[src/hdl/bsat_pkg.sv]
// Package for the binary summed-area table: shared types, character codes,
// the command passed from front to back, and the hex decode function.
// No dependencies.
package bsat_pkg;

  // Fixed field widths
  localparam int SUM_W      = 13;
  localparam int IDX_W      = 7;
  localparam int LANES      = 4;   // pixels per hex character, also table words lanes
  localparam int CORNERS    = 4;   // corners of a rectangle query

  localparam logic [IDX_W-1:0] SIZE_RESET = 7'd64;

  // Character codes
  localparam logic [7:0] CHAR_0   = 8'h30;
  localparam logic [7:0] CHAR_9   = 8'h39;
  localparam logic [7:0] CHAR_A   = 8'h41;
  localparam logic [7:0] CHAR_F   = 8'h46;
  localparam logic [7:0] HEX_TEN  = 8'd10;

  typedef logic [SUM_W-1:0] sum_t;
  typedef logic [IDX_W-1:0] idx_t;

  typedef enum logic [1:0] {
    OP_LOAD,
    OP_QUERY,
    OP_BAD
  } op_e;

  // One unit of work for the back end.
  // Load: row/col[0] = word written, row/col[1] = word above, en[1] = above exists,
  //       pre = running row count after each of the four pixels.
  // Query: four corners with enable (nonzero corner) and subtract flag.
  typedef struct packed {
    op_e                         op;
    logic [CORNERS-1:0][IDX_W-1:0] row;
    logic [CORNERS-1:0][IDX_W-1:0] col;
    logic [CORNERS-1:0]          en;
    logic [CORNERS-1:0]          sub;
    logic [LANES-1:0][IDX_W-1:0] pre;
  } cmd_t;

  // ASCII hex digit to value, anything else reads as zero
  function automatic logic [3:0] hex_value(input logic [7:0] ch);
    logic [7:0] d;
    if (ch >= CHAR_0 && ch <= CHAR_9) begin
      d = ch - CHAR_0;
    end else if (ch >= CHAR_A && ch <= CHAR_F) begin
      d = ch - CHAR_A + HEX_TEN;
    end else begin
      d = 8'd0;
    end
    return d[3:0];
  endfunction

endpackage

[src/hdl/bsat_queue.sv]
// Two-entry command queue between front and back ends.
// Depends on bsat_pkg.
module bsat_queue (
  input  logic            clk_i,
  input  logic            rst_ni,
  input  bsat_pkg::cmd_t  push_cmd_i,
  input  logic            push_valid_i,
  output logic            push_ready_o,
  output bsat_pkg::cmd_t  pop_cmd_o,
  output logic            pop_valid_o,
  input  logic            pop_ready_i
);
  import bsat_pkg::*;

  cmd_t       slot_q [2];
  logic       wr_ptr_q, rd_ptr_q;
  logic [1:0] count_q;
  logic       push, pop;

  assign push_ready_o = (count_q != 2'd2);
  assign pop_valid_o  = (count_q != 2'd0);
  assign pop_cmd_o    = slot_q[rd_ptr_q];
  assign push         = push_valid_i && push_ready_o;
  assign pop          = pop_valid_o && pop_ready_i;

  // Storage
  always_ff @(posedge clk_i) begin
    if (push) begin
      slot_q[wr_ptr_q] <= push_cmd_i;
    end
  end

  // Pointers and fill level
  always_ff @(posedge clk_i or negedge rst_ni) begin
    if (!rst_ni) begin
      wr_ptr_q <= 1'b0;
      rd_ptr_q <= 1'b0;
      count_q  <= 2'd0;
    end else begin
      if (push) begin
        wr_ptr_q <= ~wr_ptr_q;
      end
      if (pop) begin
        rd_ptr_q <= ~rd_ptr_q;
      end
      if (push && !pop) begin
        count_q <= count_q + 2'd1;
      end else if (pop && !push) begin
        count_q <= count_q - 2'd1;
      end
    end
  end

endmodule

[config.mk]
export PLATFORM = sky130hd
export DESIGN_NAME = bsat_queue
export DESIGN_NICKNAME = d
export VERILOG_FILES = /design/src/hdl/bsat_pkg.sv /design/src/hdl/bsat_queue.sv
export SDC_FILE = /design/constraint.sdc
export NUM_CORES = 1
export LEC_CHECK = 0
export ABC_AREA = 1
export BUFFER_PORTS_ARGS = -buffer_cell sky130_fd_sc_hd__buf_2
export CAP_MARGIN = 20
export CORE_UTILIZATION = 35
export DETAILED_ROUTE_END_ITERATION = 7
export SYNTH_ARGS = -nofsm -noshare
export SYNTH_HDL_FRONTEND = slang
export SYNTH_SLANG_ARGS = --single-unit
[constraint.sdc]
create_clock -name clk_i -period 11.41 [get_ports clk_i]
set_clock_uncertainty 0.2 [all_clocks]
set_input_delay 2.282 -clock clk_i [delete_from_list [all_inputs] [get_ports clk_i]]
set_output_delay 2.282 -clock clk_i [all_outputs]
set_load 0.02 [all_outputs]
==> run summary <==
Top post-synthesis cells by area - edfxtp_1, nand2_1, dfrtp_1
Internal power - 1.52 mW
IO buf count - 193
Metal2 WL - 6.76 mm
GPL Wtd Cong - 0.681
Setup violators final - 0
Number of global-route vias before repair - 4023
Number of fill cells - 1843
Syn avg cell area - 13.6 um2
CTS H-Tree Depth - 4
First-pass GRT wire length - 20.6 mm
Die Wd - 144 um
Number of flops mapped to enable cells by yosys - 188
Leading register cell type out of synthesis - edfxtp_1
DR vias/cell - 4.31
Ys Warns - 0
Hold-fix buffers, CTS - 0
Cell count after synthesis - 520
Final #Nets - 816
Inserted Diodes - 0
Post-synth ARST share - 2.08%
Post-synthesis register bit count - 192
Hpwl dp - 8.21 mm
Longest Clk Path Bufs - 2
Worst skew pair latency - 0.42 ns
Net Sw Frac - 37.2%
Hold crit path type - flip-flop to flip-flop
Run status - finished clean
Routed vias - 4281
Cell Area, Synth - 7070 um2
Die area - 20800 um2
Worst Hold Launch - count_q[0]
Flop2flop setup slack - 9.30 ns
Area share of the largest cell type after synthesis - 79.8%
Max-slew violation count - 0
First-pass detailed-route iteration total - 4
Max Cap Violations - 0
Final period util - 41.1%
Routed Antenna Nets - 0
Hold path endpoint - count_q[0]
CTS resizes - 0
Initial Util - 36.0%
Fin. Hold Viols - 0
Pwr/cell area - 274 nW/um2
Setup crit end kind - output pin
FF-to-FF Start - count_q[0]
CP Class - flip-flop to output pin
Hold depth - 1
Post-Route WL - 13.9 mm
Clock net sink count - 192
RSZ-0062 raised after global routing - no
Leakage - 3.79 nW
Synth area leader - edfxtp_1
Floorplan row count - 51
Total gr overflow - 0
Worst vdd ir - 117 uV
Core ar. - 19700 um2
Worst-margin pin slew - 1.07 ns
Crit start category - flip-flop
Wl on met1 - 6.04 mm
CTS tree - done
Share of cells above drive strength 1 - 31.5%
Combinational fraction of design power - 35.2%
DR top layer - met5
Synth cell types - 13
Required time of the critical path - 8.93 ns
Final min period - 4.69 ns
DRC errors left - 0
F_max - 213 MHz
Post-synth top cells - nand2_1, edfxtp_1, buf_2, buf_6, inv_1
Synthesized Nets - 619
Crit Path Max Fanout - 95
Area added between synthesis and finish - 25.0%
I/O Pins - 194
Max_slew headroom - 28.5%
Met3 Routed Length - 949 um
Clk slew on worst S/H paths - 0.07 ns
Count leader, synth - nand2_1
Critical path arrival - 2.21 ns
TritonCTS buffer count - 17
Post-synthesis sequential area ratio - 81.3%
Drt initial violations - 210
Net Sw Power - 0.900 mW
Drt wl/cell - 14.0 um
Clock share of power - 23.4%
Post-CTS setup buffer count - 0
Part of the power in registers - 41.4%
Worst-case reg-to-reg path depth - 5
Setup ws final - 6.72 ns
Largest net degree at the start of global routing - 96
Setup TNS Final - 0 ns
DP Worst Slack - 7.14 ns
Initial antenna violation count - 1
Global-route usage over all layers - 13.4%
Die span in y - 144 um
Worst R2R End - slot_q[1][65]
Clock root cell - clkbuf_16
Tot Pwr - 2.42 mW
## sequential cells by signal (all words and copies together), names as in the netlist
register / count
rd_ptr_q: 1
slot_q: 188
wr_ptr_q: 1
count_q: 2
## kinds of logic (layout without fill, tap and decap cells)
| logic type | after synthesis | count (layout) | share of synthesized area, % |
|---|---|---|---|
| buffers and inverters | 28 | 236 | 2.48 |
| DFF | 192 | 192 | 81.3 |
| xor gates and xnor gates | 2 | 2 | 0.248 |
| and+or+nand+nor | 297 | 297 | 15.8 |
| adders and majority gates | 1 | 1 | 0.177 |
## worst max-delay path, stage by stage (launching register included)
cell      delay, ns
dfrtp_4        0.47
clkinv_2       0.04
buf_4          0.74
nand2_1        0.10
nand2_1        0.14
buf_2          0.17
## power groups by stage
stage               logic (mW)  clock network (mW)  registers (mW)
floorplan                0.584                   0            1.03
global placement         0.869                   0            1.01
detailed placement       0.873                   0            1.02
CTS                      0.875               0.584            1.00
global route             0.952               0.607            1.01
finish                   0.851               0.567            1.00
## through the flow
stage / area, um2 / utilization (%) / hold slack (ns) / instances
after floorplan: 7070 / - / 0.262 / 520
after global placement: 8280 / 42.2 / 0.286 / 963
after detailed placement: 8280 / 42.2 / 0.287 / 963
after CTS: 8830 / 45.0 / 0.300 / 993
after global routing: 8830 / 45.0 / 0.321 / 993
final: 8830 / 45.0 / 0.293 / 993
## layout by cell type, fill, tap and decap left out
cell and n:
nand2_1 292, clkinv_1 1, nand3_1 2, buf_2 193, clkinv_4 2, inv_1 6, inv_6 2, nand4_1 1
clkinv_2 4, dfrtp_4 1, nor2_4 2, edfxtp_1 188, xor2_1 1, dfrtp_1 3, bufinv_16 2, clkbuf_16 17
buf_4 6, clkbuf_1 3, xnor2_1 1, ha_1 1
## worst max-delay path by stage
stage / to / slack, ns / depth (start not counted) / from
6_report: pop_cmd_o[91] / 6.72 / 5 / rd_ptr_q
5_1_grt: pop_cmd_o[37] / 6.55 / 5 / rd_ptr_q
4_1_cts: pop_cmd_o[35] / 6.68 / 5 / rd_ptr_q
3_5_place_dp: pop_cmd_o[35] / 7.14 / 5 / rd_ptr_q
3_3_place_gp: pop_cmd_o[86] / 7.12 / 4 / rd_ptr_q
2_1_floorplan: slot_q[0][0] / 4.35 / 2 / push_valid_i
## layer usage
layer / vias up / GRT usage, %
met4: 2 / 4.32
met3: 14 / 4.87
met5: - / 0
li1: 2139 / -
met2: 126 / 22.5
met1: 2000 / 16.1
## layout make-up
| cell class | count | area (um2) | area share (%) |
|---|---|---|---|
| clock inverters | 10 | 114 | 1.29 |
| multi-input cells | 300 | 1160 | 13.2 |
| inverters | 7 | 27.5 | 0.312 |
| well taps | 265 | 332 | 3.75 |
| flip-flops and latches | 192 | 5750 | 65.1 |
| repair buffers | 199 | 1010 | 11.4 |
| clock buffers | 20 | 437 | 4.94 |
No activity file was read; power rests on OpenSTA's default activity.
