===== src/hdl/bsat_pkg.sv =====
// Package for the binary summed-area table: shared types, character codes,
// the command passed from front to back, and the hex decode function.
// No dependencies.
package bsat_pkg;

  // Fixed field widths
  localparam int SUM_W      = 13;
  localparam int IDX_W      = 7;
  localparam int LANES      = 4;   // pixels per hex character, also table words lanes
  localparam int CORNERS    = 4;   // corners of a rectangle query

  localparam logic [IDX_W-1:0] SIZE_RESET = 7'd64;

  // Character codes
  localparam logic [7:0] CHAR_0   = 8'h30;
  localparam logic [7:0] CHAR_9   = 8'h39;
  localparam logic [7:0] CHAR_A   = 8'h41;
  localparam logic [7:0] CHAR_F   = 8'h46;
  localparam logic [7:0] HEX_TEN  = 8'd10;

  typedef logic [SUM_W-1:0] sum_t;
  typedef logic [IDX_W-1:0] idx_t;

  typedef enum logic [1:0] {
    OP_LOAD,
    OP_QUERY,
    OP_BAD
  } op_e;

  // One unit of work for the back end.
  // Load: row/col[0] = word written, row/col[1] = word above, en[1] = above exists,
  //       pre = running row count after each of the four pixels.
  // Query: four corners with enable (nonzero corner) and subtract flag.
  typedef struct packed {
    op_e                         op;
    logic [CORNERS-1:0][IDX_W-1:0] row;
    logic [CORNERS-1:0][IDX_W-1:0] col;
    logic [CORNERS-1:0]          en;
    logic [CORNERS-1:0]          sub;
    logic [LANES-1:0][IDX_W-1:0] pre;
  } cmd_t;

  // ASCII hex digit to value, anything else reads as zero
  function automatic logic [3:0] hex_value(input logic [7:0] ch);
    logic [7:0] d;
    if (ch >= CHAR_0 && ch <= CHAR_9) begin
      d = ch - CHAR_0;
    end else if (ch >= CHAR_A && ch <= CHAR_F) begin
      d = ch - CHAR_A + HEX_TEN;
    end else begin
      d = 8'd0;
    end
    return d[3:0];
  endfunction

endpackage


===== src/hdl/bsat_in_if.sv =====
// Input channel of the summed-area table: valid/ready plus the item fields.
// Depends on bsat_pkg.
interface bsat_in_if;
  logic              valid;
  logic              ready;
  logic              kind;
  logic [7:0]        hex_char;
  bsat_pkg::idx_t    row_top;
  bsat_pkg::idx_t    col_left;
  bsat_pkg::idx_t    row_bottom;
  bsat_pkg::idx_t    col_right;

  modport source (output valid, kind, hex_char, row_top, col_left, row_bottom, col_right,
                  input ready);
  modport sink   (input valid, kind, hex_char, row_top, col_left, row_bottom, col_right,
                  output ready);
endinterface


===== src/hdl/bsat_front.sv =====
// Front end: takes input transactions, tracks the load position and running
// row count, checks queries and builds commands. Depends on bsat_pkg, bsat_in_if.
module bsat_front #(
  parameter int MAX_SIDE = 64
) (
  input  logic              clk_i,
  input  logic              rst_ni,
  input  logic              cfg_we_i,
  input  bsat_pkg::idx_t    cfg_wdata_i,
  bsat_in_if.sink           in_i,
  output bsat_pkg::cmd_t    cmd_o,
  output logic              cmd_valid_o,
  input  logic              cmd_ready_i
);
  import bsat_pkg::*;

  idx_t       size_q;
  idx_t       row_q;       // 1-based row being loaded
  logic [4:0] dc_q;        // next hex digit within the row
  idx_t       rs_q;        // set pixels so far in this row

  idx_t       capped, side;
  logic [4:0] digits, dc_eff, dc_next;
  logic [3:0] hv;
  logic       load_ok, bad, accept;
  idx_t       run;
  logic [LANES-1:0][IDX_W-1:0] pre;
  idx_t       r1, c1, r2, c2;

  // Side in use: capped, rounded down to a multiple of four, never zero
  always_comb begin
    capped = (int'(size_q) > MAX_SIDE) ? IDX_W'(MAX_SIDE) : size_q;
    side   = {capped[IDX_W-1:2], 2'b00};
    if (side == '0) begin
      side = 7'd4;
    end
    digits = side[IDX_W-1:2];
  end

  // Load: decode pixels and running counts
  always_comb begin
    hv      = hex_value(in_i.hex_char);
    load_ok = (row_q != '0) && (row_q <= side);
    dc_eff  = (dc_q >= digits) ? 5'd0 : dc_q;
    dc_next = dc_eff + 5'd1;
    run     = rs_q;
    for (int k = 0; k < LANES; k++) begin
      run    = run + IDX_W'(hv[LANES-1-k]);
      pre[k] = run;
    end
  end

  // Query: range check
  assign r1  = in_i.row_top;
  assign c1  = in_i.col_left;
  assign r2  = in_i.row_bottom;
  assign c2  = in_i.col_right;
  assign bad = (r1 == '0) || (c1 == '0) || (r2 > side) || (c2 > side) ||
               (r1 > r2) || (c1 > c2);

  // Command build
  always_comb begin
    cmd_o     = '0;
    cmd_o.pre = pre;
    if (in_i.kind) begin
      cmd_o.op     = bad ? OP_BAD : OP_QUERY;
      cmd_o.row[0] = r2 - 7'd1;  cmd_o.col[0] = c2 - 7'd1;
      cmd_o.en[0]  = 1'b1;       cmd_o.sub[0] = 1'b0;
      cmd_o.row[1] = r2 - 7'd1;  cmd_o.col[1] = c1 - 7'd2;
      cmd_o.en[1]  = c1 > 7'd1;  cmd_o.sub[1] = 1'b1;
      cmd_o.row[2] = r1 - 7'd2;  cmd_o.col[2] = c2 - 7'd1;
      cmd_o.en[2]  = r1 > 7'd1;  cmd_o.sub[2] = 1'b1;
      cmd_o.row[3] = r1 - 7'd2;  cmd_o.col[3] = c1 - 7'd2;
      cmd_o.en[3]  = (r1 > 7'd1) && (c1 > 7'd1);
      cmd_o.sub[3] = 1'b0;
    end else begin
      cmd_o.op     = OP_LOAD;
      cmd_o.row[0] = row_q - 7'd1;
      cmd_o.col[0] = {dc_eff, 2'b00};
      cmd_o.row[1] = row_q - 7'd2;
      cmd_o.col[1] = {dc_eff, 2'b00};
      cmd_o.en[1]  = row_q > 7'd1;
    end
  end

  // Ignored loads (image full) are taken without a command
  assign cmd_valid_o = in_i.valid && (in_i.kind || load_ok);
  assign in_i.ready  = cmd_ready_i;
  assign accept      = in_i.valid && in_i.ready;

  // Load position and size register
  always_ff @(posedge clk_i or negedge rst_ni) begin
    if (!rst_ni) begin
      size_q <= SIZE_RESET;
      row_q  <= 7'd1;
      dc_q   <= '0;
      rs_q   <= '0;
    end else if (cfg_we_i) begin
      size_q <= cfg_wdata_i;
      row_q  <= 7'd1;
      dc_q   <= '0;
      rs_q   <= '0;
    end else if (accept && !in_i.kind && load_ok) begin
      if (dc_next >= digits) begin
        dc_q  <= '0;
        rs_q  <= '0;
        row_q <= row_q + 7'd1;
      end else begin
        dc_q  <= dc_next;
        rs_q  <= pre[LANES-1];
      end
    end
  end

endmodule


===== src/flat_wrapper.sv =====
// flat-port wrapper written by rule: the top's interface ports become plain ports
module bsat_front_flat import bsat_pkg::*;
#(
  parameter int MAX_SIDE = 64
)
  (clk_i, rst_ni, cfg_we_i, cfg_wdata_i, cmd_o, cmd_valid_o, cmd_ready_i, in_i_valid, in_i_kind, in_i_hex_char, in_i_row_top, in_i_col_left, in_i_row_bottom, in_i_col_right, in_i_ready);
  bsat_in_if in_i_i ();
  input  logic clk_i;
  input  logic rst_ni;
  input  logic cfg_we_i;
  input  bsat_pkg::idx_t cfg_wdata_i;
  output bsat_pkg::cmd_t cmd_o;
  output logic cmd_valid_o;
  input  logic cmd_ready_i;
  input wire logic [$bits(in_i_i.valid)-1:0] in_i_valid;
  input wire logic [$bits(in_i_i.kind)-1:0] in_i_kind;
  input wire logic [$bits(in_i_i.hex_char)-1:0] in_i_hex_char;
  input wire logic [$bits(in_i_i.row_top)-1:0] in_i_row_top;
  input wire logic [$bits(in_i_i.col_left)-1:0] in_i_col_left;
  input wire logic [$bits(in_i_i.row_bottom)-1:0] in_i_row_bottom;
  input wire logic [$bits(in_i_i.col_right)-1:0] in_i_col_right;
  output wire logic [$bits(in_i_i.ready)-1:0] in_i_ready;
  assign in_i_i.valid = in_i_valid;
  assign in_i_i.kind = in_i_kind;
  assign in_i_i.hex_char = in_i_hex_char;
  assign in_i_i.row_top = in_i_row_top;
  assign in_i_i.col_left = in_i_col_left;
  assign in_i_i.row_bottom = in_i_row_bottom;
  assign in_i_i.col_right = in_i_col_right;
  assign in_i_ready = in_i_i.ready;
  bsat_front #(.MAX_SIDE(MAX_SIDE)) u_core (.clk_i(clk_i), .rst_ni(rst_ni), .cfg_we_i(cfg_we_i), .cfg_wdata_i(cfg_wdata_i), .in_i(in_i_i), .cmd_o(cmd_o), .cmd_valid_o(cmd_valid_o), .cmd_ready_i(cmd_ready_i));
endmodule

===== config.mk =====
export PLATFORM = sky130hd
export DESIGN_NAME = bsat_front_flat
export DESIGN_NICKNAME = d
export VERILOG_FILES = /design/src/hdl/bsat_pkg.sv /design/src/hdl/bsat_in_if.sv /design/src/hdl/bsat_front.sv /design/src/flat_wrapper.sv
export SDC_FILE = /design/constraint.sdc
export NUM_CORES = 1
export LEC_CHECK = 0
export BUFFER_PORTS_ARGS = -buffer_cell sky130_fd_sc_hd__buf_2
export CAP_MARGIN = 20
export CORE_MARGIN = 5
export CORE_UTILIZATION = 55
export CTS_CLUSTER_SIZE = 16
export DETAILED_ROUTE_END_ITERATION = 6
export PLACE_DENSITY = 0.88
export SETUP_SLACK_MARGIN = 0.5
export SLEW_MARGIN = 20
export SYNTH_ARGS = -nofsm -noshare
export SYNTH_HDL_FRONTEND = slang
export SYNTH_SLANG_ARGS = --single-unit

===== constraint.sdc =====
create_clock -name clk_i -period 11.9 [get_ports clk_i]
set_clock_uncertainty 0.15 [all_clocks]
set_input_delay 1.785 -clock clk_i [delete_from_list [all_inputs] [get_ports clk_i]]
set_output_delay 1.785 -clock clk_i [all_outputs]
set_load 0.005 [all_outputs]

==> flow_metrics.py <==
metrics = {
    "placed_design": {
        "port_buffers": 140,
        "dp_cells": 693,
        "gp_congestion": 0.873,
        "dp_slack_ps": 4250,
        "hpwl_um": 8830,
    },
    "floorplan": {
        "die_w_um": 94.5,
        "dieArea_um2": 8930,
        "start_util_pct": 57.2,
        "rows": 30,
        "core_um2": 6870,
        "die_height_um": 94.5,
        "ios": 145,
    },
    "global_route": {
        "use_met2_pct": 43.2,
        "overflow": 0,
        "track_usage_pct": 23.3,
        "grt_antenna_before_repair": 0,
        "grt_pass1_wl_um": 17200,
        "grt_max_degree": 40,
        "met1_usage_pct": 28.5,
        "first_global_vias": 3709,
        "use_met3_pct": 3.27,
        "gr-max-usage-layer": "met2",
    },
    "clock_network": {
        "clock_path_buffers": 2,
        "holdBufCountCts": 0,
        "cts_resized": 0,
        "root_buffer": "clkbuf_8",
        "cts_setup_buffers": 0,
        "clkSinkCount": 24,
        "h-tree-depth": 1,
        "clk_latency_ps": 270,
        "numCtsBuffers": 3,
        "cts_tree": "built",
        "clk_pin_slew_ps": 80,
    },
    "worst_setup_path": {
        "crit_buf_inv": 2,
        "crit_chain": "buf_2 > or4b_2 > nor4_1 > o22a_1 > ha_1 > ha_1 > ha_1 > o21ai_0 > o21ai_1 > a21oi_1 > xnor2_2 > nand3_1 > xnor2_1 > xnor2_1 > buf_2",
        "crit_type": "primary input to primary output",
        "worstPathArrival_ps": 5770,
        "max_stage_delay_ps": 660,
        "worstPathMaxFanout": 6,
        "cp-start-kind": "primary input",
        "path_delay_family": "simple AND/OR/NAND/NOR gates",
        "endpoint_kind": "primary output",
        "cp.required_ps": 9970,
        "path_common_cell": "ha_1",
        "cpMaxStageDelayCell": "or4b_2",
    },
    "synth": {
        "yosys_most_used_dff": "dfrtp_1",
        "avgSynthCellArea_um2": 8.05,
        "ys_warn_count": 0,
        "ys_seq_area_share_pct": 15.4,
        "synth_cell_type_count": 64,
        "synth-edff-count": 0,
        "synth_cells": 488,
        "ys_ff_latch": 24,
        "synth_area_um2": 3930,
        "yosys.area.top_type": "ha_1",
        "synth_top_area_share_pct": 20.7,
        "async_flop_share_pct": 100,
        "synthTopCellsByArea": "ha_1, dfrtp_1, xnor2_1",
    },
    "pwr": {
        "cellLeakagePower_uw": 0.00245,
        "comb_power_share_pct": 50.9,
        "internal-power_uw": 185,
        "clkPwrFrac_pct": 18.5,
        "seq_power_share_pct": 30.7,
        "p_sw_share_pct": 38.4,
        "powerDensity_nw_per_um2": 65.3,
        "total_power_uw": 300,
        "vdd_drop_max_v": 0.0000450,
        "net-switching-power_uw": 115,
    },
    "timing": {
        "grt_setup_unrepaired": "false",
        "hold_violations": 0,
        "clock.fmax_mhz": 130,
        "setup-violations-final": 0,
        "layout_setup_ws_ps": 4200,
        "min_period_over_period_pct": 64.7,
        "tightest_slew_ps": 957,
        "final-max-slew-violation-count": 0,
        "tns_ps": 0,
        "post-route-min-period_ps": 7700,
        "timing.max_slew.rel_slack_pct": 35.8,
    },
    "route": {
        "firstDrtPassIters": 5,
        "vias_per_cell": 5.50,
        "drc": 0,
        "ant_nets": 0,
        "finalWirelength_um": 10600,
        "via_count": 3834,
        "avgRoutedWirePerCell_um": 15.2,
        "drt_iter0_markers": 134,
    },
    "job": {
        "maxCapViolCount": 0,
    },
    "cells_and_area": {
        "final_common_cell": "buf_2",
        "n_antenna_cell": 0,
        "post-route-util_pct": 67.0,
        "drive_gt1_share_pct": 28.6,
        "stdcell_count": 697,
        "layout_common_cells": "buf_2, ha_1, nand2_1",
        "syn2layout_area_growth_pct": 17.2,
        "num-nets-final": 716,
    },
    "status": {
        "status": "finished, final reports clean",
    },
    "min_path": {
        "hold_path.class": "flop to flop",
    },
}
cell usage after synthesis, drive strengths merged, types with 2 or more instances:
| cell | n |
|---|---|
| nor4 | 5 |
| and2 | 4 |
| inv | 38 |
| a32oi | 2 |
| a21oi | 16 |
| mux2 | 5 |
| xor2 | 14 |
| a22o | 8 |
| mux2i | 4 |
| nand2b | 7 |
| o21ai | 21 |
| dfstp | 2 |
| dfrtp | 22 |
| o21a | 11 |
| o22ai | 4 |
| nor3 | 15 |
| a31oi | 2 |
| and3 | 8 |
| a211oi | 4 |
| xnor2 | 39 |
| nor3b | 6 |
| nor2 | 42 |
| a21o | 8 |
| nor2b | 8 |
| nand3 | 18 |
| nand4 | 6 |
| clkbuf | 12 |
| buf | 21 |
| a21boi | 8 |
| nand2 | 44 |
| o21bai | 3 |
| ha | 65 |
area by class of cell:
class / instances / area (um2)
Timing Repair Buffer: 141 / 708
Tap cell: 96 / 120
Multi-Input combinational cell: 394 / 2970
Clock buffer: 4 / 55.1
Sequential cell: 24 / 603
Inverter: 38 / 143
Fill cell: 562 / 2270
layer usage:
layer / vias to the layer above / part of all wire (%)
li1: 1903 / -
met1: 1811 / 41
met2: 99 / 53
met3: 21 / 4.5
met4: 0 / 1.5
met5: - / 0
registers in the layout, indices dropped and copies added (netlist names):
register	flops
u_core.dc_q	5
u_core.row_q	7
u_core.rs_q	7
u_core.size_q	5
logic make-up (layout without fill, tap and decap cells):
group	count (synthesis)	in the layout	synth area share (%)
mux	9	9	2.45
compound gates	95	95	16.4
fa+ha+maj	65	65	20.7
flops	24	24	15.4
other cells	1	2	0.0955
xor+xnor	53	53	13.9
simple gates	170	170	22.0
buf+inv	71	183	9.05
metrics by stage:
step / hold slack, ps / instance area [um2]
2_1_floorplan: 312 / 3930
3_5_place_dp: 347 / 4550
5_1_grt: 388 / 4600
6_report: 358 / 4600
3_3_place_gp: 331 / 4550
4_1_cts: 365 / 4600
worst paths after layout:
| path | start | endpoint | slack [ps] | depth (start not counted) |
|---|---|---|---|---|
| worst max-delay path | in_i_hex_char[3] | cmd_o[27] | 4200 | 15 |
| worst min-delay path | u_core.rs_q[0] | u_core.rs_q[0] | 360 | 2 |
| worst max register to register | u_core.size_q[3] | u_core.rs_q[6] | 7070 | 21 |
| worst min register to register | u_core.rs_q[0] | u_core.rs_q[0] | 360 | 2 |
| max in group asynchronous | rst_ni | u_core.size_q[6] | 9900 | 1 |
| min in group asynchronous | rst_ni | u_core.row_q[1] | 1330 | 1 |
worst register-to-register path, stage by stage, from the launching register on:
cell and delay (ps):
dfrtp_1 410, nor3_1 190, nor2_1 50, nor2_1 380
ha_1 320, nand2b_1 140, a21o_1 180, a21o_1 170
a21o_1 180, a21oi_1 240, nand2_1 180, inv_1 110
ha_1 250, ha_1 280, a21o_1 150, a21o_1 160
a21o_1 170, a211oi_1 220, buf_4 230, and2b_2 290
o311ai_1 140, o211ai_1 130
power groups by stage:
stage	Sequential, uW	Combinational (uW)	Clock [uW]
4_1_cts	91.9	153	55.9
5_1_grt	92.7	171	60.2
3_5_place_dp	93.5	152	0
6_report	92.0	153	55.4
3_3_place_gp	93.2	145	0
2_1_floorplan	91.6	99.6	0
No activity file was read; power rests on OpenSTA's default activity.
